<file path="src/rtl/core/spq_pkg.sv">
// Shared types and constants for the sorted-array priority queue.
// Used by spq_cell and sorted_array_priority_queue; no dependencies.
`timescale 1ns / 1ps
`default_nettype none

package spq_pkg;

    localparam int DEPTH   = 8;
    localparam int CNT_W   = $clog2(DEPTH + 1);
    localparam int VALUE_W = 32;
    localparam int COUNT_W = 4;

    typedef logic signed [VALUE_W-1:0] t_spq_value;
    typedef logic [CNT_W-1:0]          t_spq_count;

    typedef enum logic [0:0] {
        OP_INSERT = 1'b0,
        OP_DELETE = 1'b1
    } t_spq_op;

    typedef enum logic [1:0] {
        ST_OK        = 2'd0,
        ST_FULL      = 2'd1,
        ST_EMPTY     = 2'd2,
        ST_NOT_FOUND = 2'd3
    } t_spq_status;

    typedef struct packed {
        t_spq_op    op;
        t_spq_value value;
    } t_spq_in;

    typedef struct packed {
        t_spq_status        status;
        logic [COUNT_W-1:0] entry_count;
        logic               head_valid;
        t_spq_value         head_value;
    } t_spq_out;

    // Command broadcast to every cell.
    typedef struct packed {
        logic       ins;
        logic       del;
        t_spq_value value;
    } t_spq_cmd;

    // Flags rippling from the head cell toward the tail.
    typedef struct packed {
        logic hit;    // insert point at or before this cell
        logic found;  // delete match at or before this cell
    } t_spq_link;

endpackage

`default_nettype wire

</file>
<file path="src/rtl/core/sorted_array_priority_queue.sv">
// Top level of the sorted-array priority queue: cell chain, count, result register.
// Depends on spq_pkg and spq_cell.
`timescale 1ns / 1ps
`default_nettype none

// Priority queue of up to DEPTH signed 32-bit values kept in descending order
// in a row of DEPTH cells, largest at cell 0. Each cell compares the request
// value against its own entry and passes an insert-point flag and a
// delete-match flag to the next cell; in the same cycle every cell at or past
// the insert point takes its left neighbor's entry (or the new value), and
// every cell at or past a delete match takes its right neighbor's entry. An
// accepted request therefore updates all cells together, and a new request can be
// taken every cycle: one transfer per clock on the input, limited only by the
// output register being drained. Each request produces exactly one result:
// status (ok, full on insert, empty on delete, not found), the count after the
// operation, and the head value (zero when empty). A full insert or a failed
// delete leaves the contents untouched. The result is registered and shows on
// the output in the cycle after the input transfer.

module sorted_array_priority_queue
    import spq_pkg::*;
(
    input  wire      i_clk,
    input  wire      i_rst_n,
    input  wire      i_in_valid,
    output logic     o_in_ready,
    input  t_spq_in  i_in_data,
    output logic     o_out_valid,
    input  wire      i_out_ready,
    output t_spq_out o_out_data
);

    t_spq_count  r_count;
    t_spq_count  n_count;
    logic        r_out_valid;
    t_spq_out    r_out;
    t_spq_out    n_out;

    logic        accept;
    logic        is_full;
    logic        is_empty;
    logic        found;
    t_spq_status status;
    t_spq_cmd    cmd;

    t_spq_link   links   [DEPTH+1];
    t_spq_value  entries [DEPTH];
    t_spq_value  nexts   [DEPTH];

    // Take a new request whenever the result register is free or being drained.
    assign o_in_ready = !r_out_valid || i_out_ready;
    assign accept     = i_in_valid && o_in_ready;

    assign is_full  = (r_count == CNT_W'(DEPTH));
    assign is_empty = (r_count == '0);
    assign found    = links[DEPTH].found;

    always_comb begin
        status = ST_OK;
        if (i_in_data.op == OP_INSERT) begin
            if (is_full) begin
                status = ST_FULL;
            end
        end else if (is_empty) begin
            status = ST_EMPTY;
        end else if (!found) begin
            status = ST_NOT_FOUND;
        end
    end

    // Commit to the cells only on a transfer that succeeds.
    always_comb begin
        cmd.ins   = accept && (i_in_data.op == OP_INSERT) && !is_full;
        cmd.del   = accept && (i_in_data.op == OP_DELETE) && found;
        cmd.value = i_in_data.value;
    end

    assign links[0] = '0;

    genvar gi;
    generate
        for (gi = 0; gi < DEPTH; gi++) begin : g_cell
            t_spq_value left_entry;
            t_spq_value right_entry;
            logic       slot_valid;

            assign slot_valid = (CNT_W'(gi) < r_count);

            if (gi == 0) begin : g_head
                assign left_entry = '0;
            end else begin : g_mid_l
                assign left_entry = entries[gi-1];
            end

            if (gi == DEPTH - 1) begin : g_tail
                assign right_entry = '0;
            end else begin : g_mid_r
                assign right_entry = entries[gi+1];
            end

            spq_cell u_cell (
                .i_clk         (i_clk),
                .i_cmd         (cmd),
                .i_valid       (slot_valid),
                .i_link        (links[gi]),
                .o_link        (links[gi+1]),
                .i_left_entry  (left_entry),
                .i_right_entry (right_entry),
                .o_entry       (entries[gi]),
                .o_next_entry  (nexts[gi])
            );
        end
    endgenerate

    // Advance the count on a successful insert, drop it on a successful delete.
    always_comb begin
        n_count = r_count;
        if (cmd.ins) begin
            n_count = r_count + CNT_W'(1);
        end else if (cmd.del) begin
            n_count = r_count - CNT_W'(1);
        end
    end

    // Build the result from the post-operation state; head is zero when empty.
    always_comb begin
        n_out.status      = status;
        n_out.entry_count = COUNT_W'(n_count);
        n_out.head_valid  = (n_count != '0);
        n_out.head_value  = (n_count != '0) ? nexts[0] : '0;
    end

    always_ff @(posedge i_clk) begin
        if (!i_rst_n) begin
            r_count     <= '0;
            r_out_valid <= 1'b0;
        end else begin
            r_count <= n_count;
            if (accept) begin
                r_out_valid <= 1'b1;
            end else if (i_out_ready) begin
                r_out_valid <= 1'b0;
            end
        end
    end

    // Hold the result payload until the output transfer.
    always_ff @(posedge i_clk) begin
        if (accept) begin
            r_out <= n_out;
        end
    end

    assign o_out_valid = r_out_valid;
    assign o_out_data  = r_out;

endmodule

`default_nettype wire

</file>
<file path="src/rtl/core/spq_cell.sv">
// One storage cell of the sorted chain: holds one entry and shifts it.
// Depends on spq_pkg.
`timescale 1ns / 1ps
`default_nettype none

module spq_cell
    import spq_pkg::*;
(
    input  wire         i_clk,
    input  t_spq_cmd    i_cmd,
    input  wire         i_valid,
    input  t_spq_link   i_link,
    output t_spq_link   o_link,
    input  t_spq_value  i_left_entry,
    input  t_spq_value  i_right_entry,
    output t_spq_value  o_entry,
    output t_spq_value  o_next_entry
);

    t_spq_value r_entry;
    t_spq_value n_entry;
    logic       own_hit;
    logic       own_match;

    // Empty slots take any insert; stored entries take it when value >= entry.
    assign own_hit   = !i_valid || (i_cmd.value >= r_entry);
    assign own_match = i_valid && (i_cmd.value == r_entry);

    assign o_link.hit   = i_link.hit | own_hit;
    assign o_link.found = i_link.found | own_match;

    always_comb begin
        n_entry = r_entry;
        if (i_cmd.ins) begin
            if (i_link.hit) begin
                n_entry = i_left_entry;
            end else if (own_hit) begin
                n_entry = i_cmd.value;
            end
        end else if (i_cmd.del) begin
            if (o_link.found) begin
                n_entry = i_right_entry;
            end
        end
    end

    always_ff @(posedge i_clk) begin
        r_entry <= n_entry;
    end

    assign o_entry      = r_entry;
    assign o_next_entry = n_entry;

endmodule

`default_nettype wire
</file>
<file path="config.mk">
export PLATFORM = sky130hd
export DESIGN_NAME = sorted_array_priority_queue
export DESIGN_NICKNAME = d
export VERILOG_FILES = /design/src/rtl/core/spq_pkg.sv /design/src/rtl/core/sorted_array_priority_queue.sv /design/src/rtl/core/spq_cell.sv
export SDC_FILE = /design/constraint.sdc
export NUM_CORES = 1
export LEC_CHECK = 0
export CAP_MARGIN = 25
export CORE_MARGIN = 3
export CORE_UTILIZATION = 45
export CTS_BUF_LIST = sky130_fd_sc_hd__clkbuf_4 sky130_fd_sc_hd__clkbuf_8
export DETAILED_ROUTE_END_ITERATION = 6
export DONT_BUFFER_PORTS = 1
export SYNTH_ARGS = -nofsm -noshare
export SYNTH_HDL_FRONTEND = slang
export SYNTH_SLANG_ARGS = --single-unit
export TNS_END_PERCENT = 50
</file>
<file path="constraint.sdc">
create_clock -name i_clk -period 5.8 [get_ports i_clk]
set_input_delay 0.87 -clock i_clk [delete_from_list [all_inputs] [get_ports i_clk]]
set_output_delay 0.87 -clock i_clk [all_outputs]
set_load 0.02 [all_outputs]
</file>
# Yosys cells after proc, flatten, opt, wreduce, memory -nomap -nowiden

Cells that the tools add are included.

Register bits: 300
Bits of input ports: 37
Output and inout bits: 41
Logic and storage cells: 159

$add $sub $neg: 2
$lt $le $gt $ge: 16
Equality and inequality tests: 16
Mux-type cells: 47
Bitwise operators: 14
Reduce and logical (&&, ||, !) cells: 50

Operator list:

| kind                                                                         | count |
|---|---|
| 32-bit 2-to-1 mux                                                            | 39 |
| 32-bit equality test                                                         | 8 |
| 32-bit greater-or-equal comparator                                           | 8 |
| 3-bit by 1-bit inequality test with 1-bit output (second input constant)     | 7 |
| 3-bit AND reduction                                                          | 7 |
| 2-bit nonzero test                                                           | 9 |
| 3-bit by 4-bit less-than comparator with 1-bit output (first input constant) | 4 |
| 1-bit logical AND                                                            | 13 |
| 1-bit OR                                                                     | 13 |
| 1-bit zero test                                                              | 10 |
| 1-bit logical OR                                                             | 9 |
| 1-bit by 4-bit less-than comparator with 1-bit output (first input constant) | 2 |
| 2-bit by 4-bit less-than comparator with 1-bit output (first input constant) | 2 |
| 4-bit 2-to-1 mux                                                             | 2 |
| 2-bit 2-to-1 mux                                                             | 3 |
| 4-bit by 1-bit adder with 4-bit output (second input constant)               | 1 |
| 4-bit equality test (second input constant)                                  | 1 |
| 4-bit zero test                                                              | 1 |
| 4-bit nonzero test                                                           | 1 |
| 4-bit by 1-bit subtractor with 4-bit output (second input constant)          | 1 |
| 1-bit 2-to-1 mux                                                             | 3 |
| 1-bit inverter                                                               | 1 |

# Depth between registers and ports, before layout

Depth in word-level cells: 13
Mapped depth: 14
Gate-level depth less buffers: 11

# Modules after synthesis

From an unflattened synthesis, not the netlist that was laid out.

Cell total of the unflattened synthesis: 3,530
Area total of the unflattened synthesis: 26,730.6 µm²

By module, submodules not included:

| module                           | times used | cells each | area an instance (µm²) | seq. area each (µm²) |
|---|---|---|---|---|
| spq_cell at g_cell[0].u_cell ... | 6          | 419        | 3,039.2                | 640.6 |
| spq_cell at g_cell[7].u_cell     | 1          | 417        | 3,239.4                | 640.6 |
| spq_cell at g_cell[1].u_cell     | 1          | 446        | 3,228.1                | 640.6 |
| sorted_array_priority_queue      | 1          | 153        | 2,028.2                | 1,271.2 |

# Worst setup path before layout

OpenSTA, ideal clock, no wires.

Path kind: input port to flip-flop
Start point: input i_in_data[0] (netlist bit)
End point: register g_cell[7].u_cell.r_entry[0] (enable)
Library setup time: 470 ps
Arrival time: 5,439 ps
Data required time: 5,330 ps
Setup slack: -109 ps
Cell stages on the path: 13
Buffers on the path: 2
Cell sequence: clkbuf_1 > inv_1 > ha_1 > nand4_1 > nor4_1 > a211o_1 > a21oi_1 > mux2_2 > nand2_1 > nor4_2 > buf_2 > and3_1 > a21boi_0

Longest elaborated chain between the ends: 12
Elaborated cells between the ends (all ways): 50
Classes of those cells: order compare (8); eq/ne (9); bitwise (13); reduce/logical (20)

Ends and longest elaborated chain:

| item                                                                                        | RTL line                          | source |
|---|---|---|
| start: declaration                                                                          | sorted_array_priority_queue.sv:27 | `input t_spq_in i_in_data,` |
| parallel branches: the longest is 11 deep, another holds 32-bit greater-or-equal comparator | -                                 |  |
| 3-bit AND reduction (no source line) (*)                                                    | -                                 |  |
| end signal: assignment                                                                      | spq_cell.sv:48                    | `r_entry <= n_entry;` |
| end: declaration                                                                            | spq_cell.sv:20                    | `t_spq_value r_entry;` |

Mark *: on every way between the ends.
A chain may end at the register's enable or synchronous reset.

# Final worst setup path

Start point: register g_cell[0].u_cell.r_entry[31]
End point: register g_cell[3].u_cell.r_entry[5] (enable)

Longest elaborated chain between the ends: 12
Elaborated cells between the ends (all ways): 18
Classes of those cells: order compare (1); eq/ne (2); bitwise (9); reduce/logical (6)

Ends and longest elaborated chain:

| item                                     | RTL line                          | source |
|---|---|---|
| start: declaration                       | spq_cell.sv:20                    |  |
| start signal: assignment                 | spq_cell.sv:48                    |  |
| 32-bit equality test                     | spq_cell.sv:27                    | `assign own_match = i_valid && (i_cmd.value == r_entry);` |
| 1-bit logical AND                        | spq_cell.sv:27                    |  |
| 1-bit OR (7 in series)                   | spq_cell.sv:30                    | `assign o_link.found = i_link.found \| own_match;` |
| 1-bit logical AND                        | sorted_array_priority_queue.sv:74 | `cmd.del = accept && (i_in_data.op == OP_DELETE) && found;` |
| 2-bit nonzero test (no source line)      | -                                 |  |
| 3-bit AND reduction (no source line) (*) | -                                 |  |
| end signal: assignment                   | spq_cell.sv:48                    |  |
| end: declaration                         | spq_cell.sv:20                    |  |

Every way passes the cells marked *; elsewhere a longest branch is shown, timed or not.

==> summary.txt <==
io pins: 78
first-pass GRT wire length: 105,000 µm
YS warnings: 0
skew final: 36.2 ps
DR iter-0 viols: 1,709
overall routing resource usage: 27.2%
input/output buffers: 0
f_max: 0.213 GHz
status: completed
Worst R2R Path Depth: 11
Area after DPL: 0.0221 mm²
Tmin final: 4680 ps
final critical-path share of the clock period: 80.8%
Longest Clk Path Bufs: 3
WL final: 69,300 µm
gr ovfl total: 0
synthesized area per cell: 9.37 µm²
WP data arrival: 5010 ps
Max Slew Vio Count: 0
RSZ-0062 raised after global routing: false
antenna-violating nets left: 0
leak pwr: 9.80 nW
Die ar.: 0.0504 mm²
Nets: 2,548
worst reg2reg path endpoint: g_cell[3].u_cell.o_entry[5]
Worst-Skew Late Latency: 670 ps
HP Class: input port to register
# DRC: 0
pin count of the biggest net entering global routing: 196
total CTS buffers: 56
commonest cells after routing, fill and taps aside: nand2_1, inv_1, edfxtp_1, ha_1, mux2i_1
vias in the first global route: 17,500
share of layout cells above drive strength 1: 7.74%
CTS tree: built
Die Y: 224 µm
power density cells: 256 mW/mm²
CTS Sinks: 300
hold_ws: 352 ps
Peak VDD IR: 0.149 mV
crit path kind: register to register
Rows: 79
register area share after synthesis: 40.2%
GPL Wtd Cong: 0.988
pre-CTS setup slack: 856 ps
total core area: 0.0469 mm²
hold path startpoint: i_rst_n
antenna violations before repair: 1
cts hold-fix bufs: 0
Fin. Hold Viols: 0
FF-to-FF Start: g_cell[0].u_cell.o_entry[31]
synthesized area: 0.0215 mm²
final instance area: 0.0233 mm²
PostCTS Resize Cnt: 0
CP Launch Type: register
EDFF count, synth: 263
routed length per instance: 23.9 µm
commonest non-fill, non-tap cell in the layout: nand2_1
WHS Endpoint: r_count[1]
dpl hpwl: 48,900 µm
crit path max fanout: 24
Die Width: 224 µm
Setup TNS Final: 0 ps
top-area cell type share of the netlist area: 36.8%
max-cap viol count: 0
Gate Count Post-Synth: 2,293
biggest area consumer among synthesized cells: edfxtp_1
H-tree depth: 2
Mapped Nets: 2,589
Setup crit end kind: register
DR vias/cell: 6.06
distinct cell type count after synthesis: 69
clk root buf: clkbuf_8
Slew @ Worst Pin: 1010 ps
Rel. slew slack: 31.1%
CTS clk-pin slew, worst paths: 60 ps
first-pass iteration count of the detailed router: 7
worst setup margin: 1120 ps
hold path depth: 1
required time worst endpoint: 6130 ps
initial core utilization: 45.8%
FF-to-FF setup slack: 1120 ps
Layout area overhead: 8.45%
Yosys reg bits: 300
Synth area leaders: edfxtp_1, ha_1, mux2i_1, nand2_1, inv_1
Main synth FF type: edfxtp_1
Setup Buffers After CTS: 0
ys async rst share: 0%
overall power: 5.97 mW
# setup viols final: 0
vias post-DR: 17,600
-- cell usage after synthesis (63+ instances only) --
master	count
a21oi_1	148
clkbuf_1	78
edfxtp_1	263
ha_1	259
inv_1	270
mux2i_1	163
nand2_1	342
nand3_1	90
nand4_1	67
nor2_1	65
o21ai_0	109
o311ai_0	63
-- flip-flops by register name, summed over array words and instances, names as in the netlist --
register	flops
g_cell.u_cell.o_entry	256
o_out_data	39
o_out_valid	1
r_count	4
-- cells by family (layout without fill, tap and decap cells) --
logic type / count (synthesis) / in the layout / synth area share (%)
buf+inv: 404 / 410 / 7.58
xor+xnor: 3 / 3 / 0.122
compound gates: 501 / 501 / 14.9
flops: 300 / 300 / 40.2
mux: 165 / 165 / 7.70
simple gates: 661 / 661 / 14.4
fa+ha+maj: 259 / 259 / 15.1
other cells: 0 / 1 / 0
-- area by class of cell --
class | count | area (µm²)
diodes | 1 | 2.50
clock buffers | 98 | 1150
clock inverters | 7 | 42.5
fillers | 4375 | 23600
inverters | 270 | 1010
multi-input cells | 1589 | 11400
flip-flops and latches | 300 | 8640
well taps | 607 | 759
repair buffers | 35 | 322
-- critical path, cell delays in order, from the launching register on --
cell	delay, ps
dfxtp_1	350
inv_1	100
ha_1	400
nand4_1	160
nor4_2	880
nand4_1	450
and4bb_4	370
o21ai_4	470
nor4_4	110
buf_4	260
o21ai_4	480
buf_12	290
-- worst max-delay path by stage --
stage                                       startpoint                      endpoint  slack (ps)  depth (start not counted)
after floorplan                           i_in_data[0]   g_cell[4].u_cell.o_entry[0]          70                         12
after global placement                   i_in_data[31]  g_cell[3].u_cell.o_entry[20]         820                         10
after detailed placement                 i_in_data[15]   g_cell[3].u_cell.o_entry[0]         860                         11
after CTS                 g_cell[0].u_cell.o_entry[31]   g_cell[3].u_cell.o_entry[1]        1240                         11
after global routing      g_cell[0].u_cell.o_entry[15]   g_cell[3].u_cell.o_entry[0]        1080                         12
final                     g_cell[0].u_cell.o_entry[31]   g_cell[3].u_cell.o_entry[5]        1120                         11
-- power by group --
part           switching, mW  internal, mW  leakage (nW)
clock                  0.983          1.24         0.642
combinational          0.665         0.385          6.35
sequential             0.148          2.55          2.81
total                   1.80          4.18          9.80
-- per-layer routing --
metal | GRT usage (%) | wire length, µm
met4 | 10.3 | 2720
met5 | 0 | 0
met1 | 36.1 | 30100
met3 | 3.92 | 3860
met2 | 45.3 | 32600
-- per-stage QoR --
step | cells | utilization, %
after floorplan | 2293 | -
after global placement | 2800 | 47.1
after detailed placement | 2801 | 47.2
after CTS | 2906 | 49.7
after global routing | 2907 | 49.7
final | 2907 | 49.7
(Power assumes the default switching activity.)
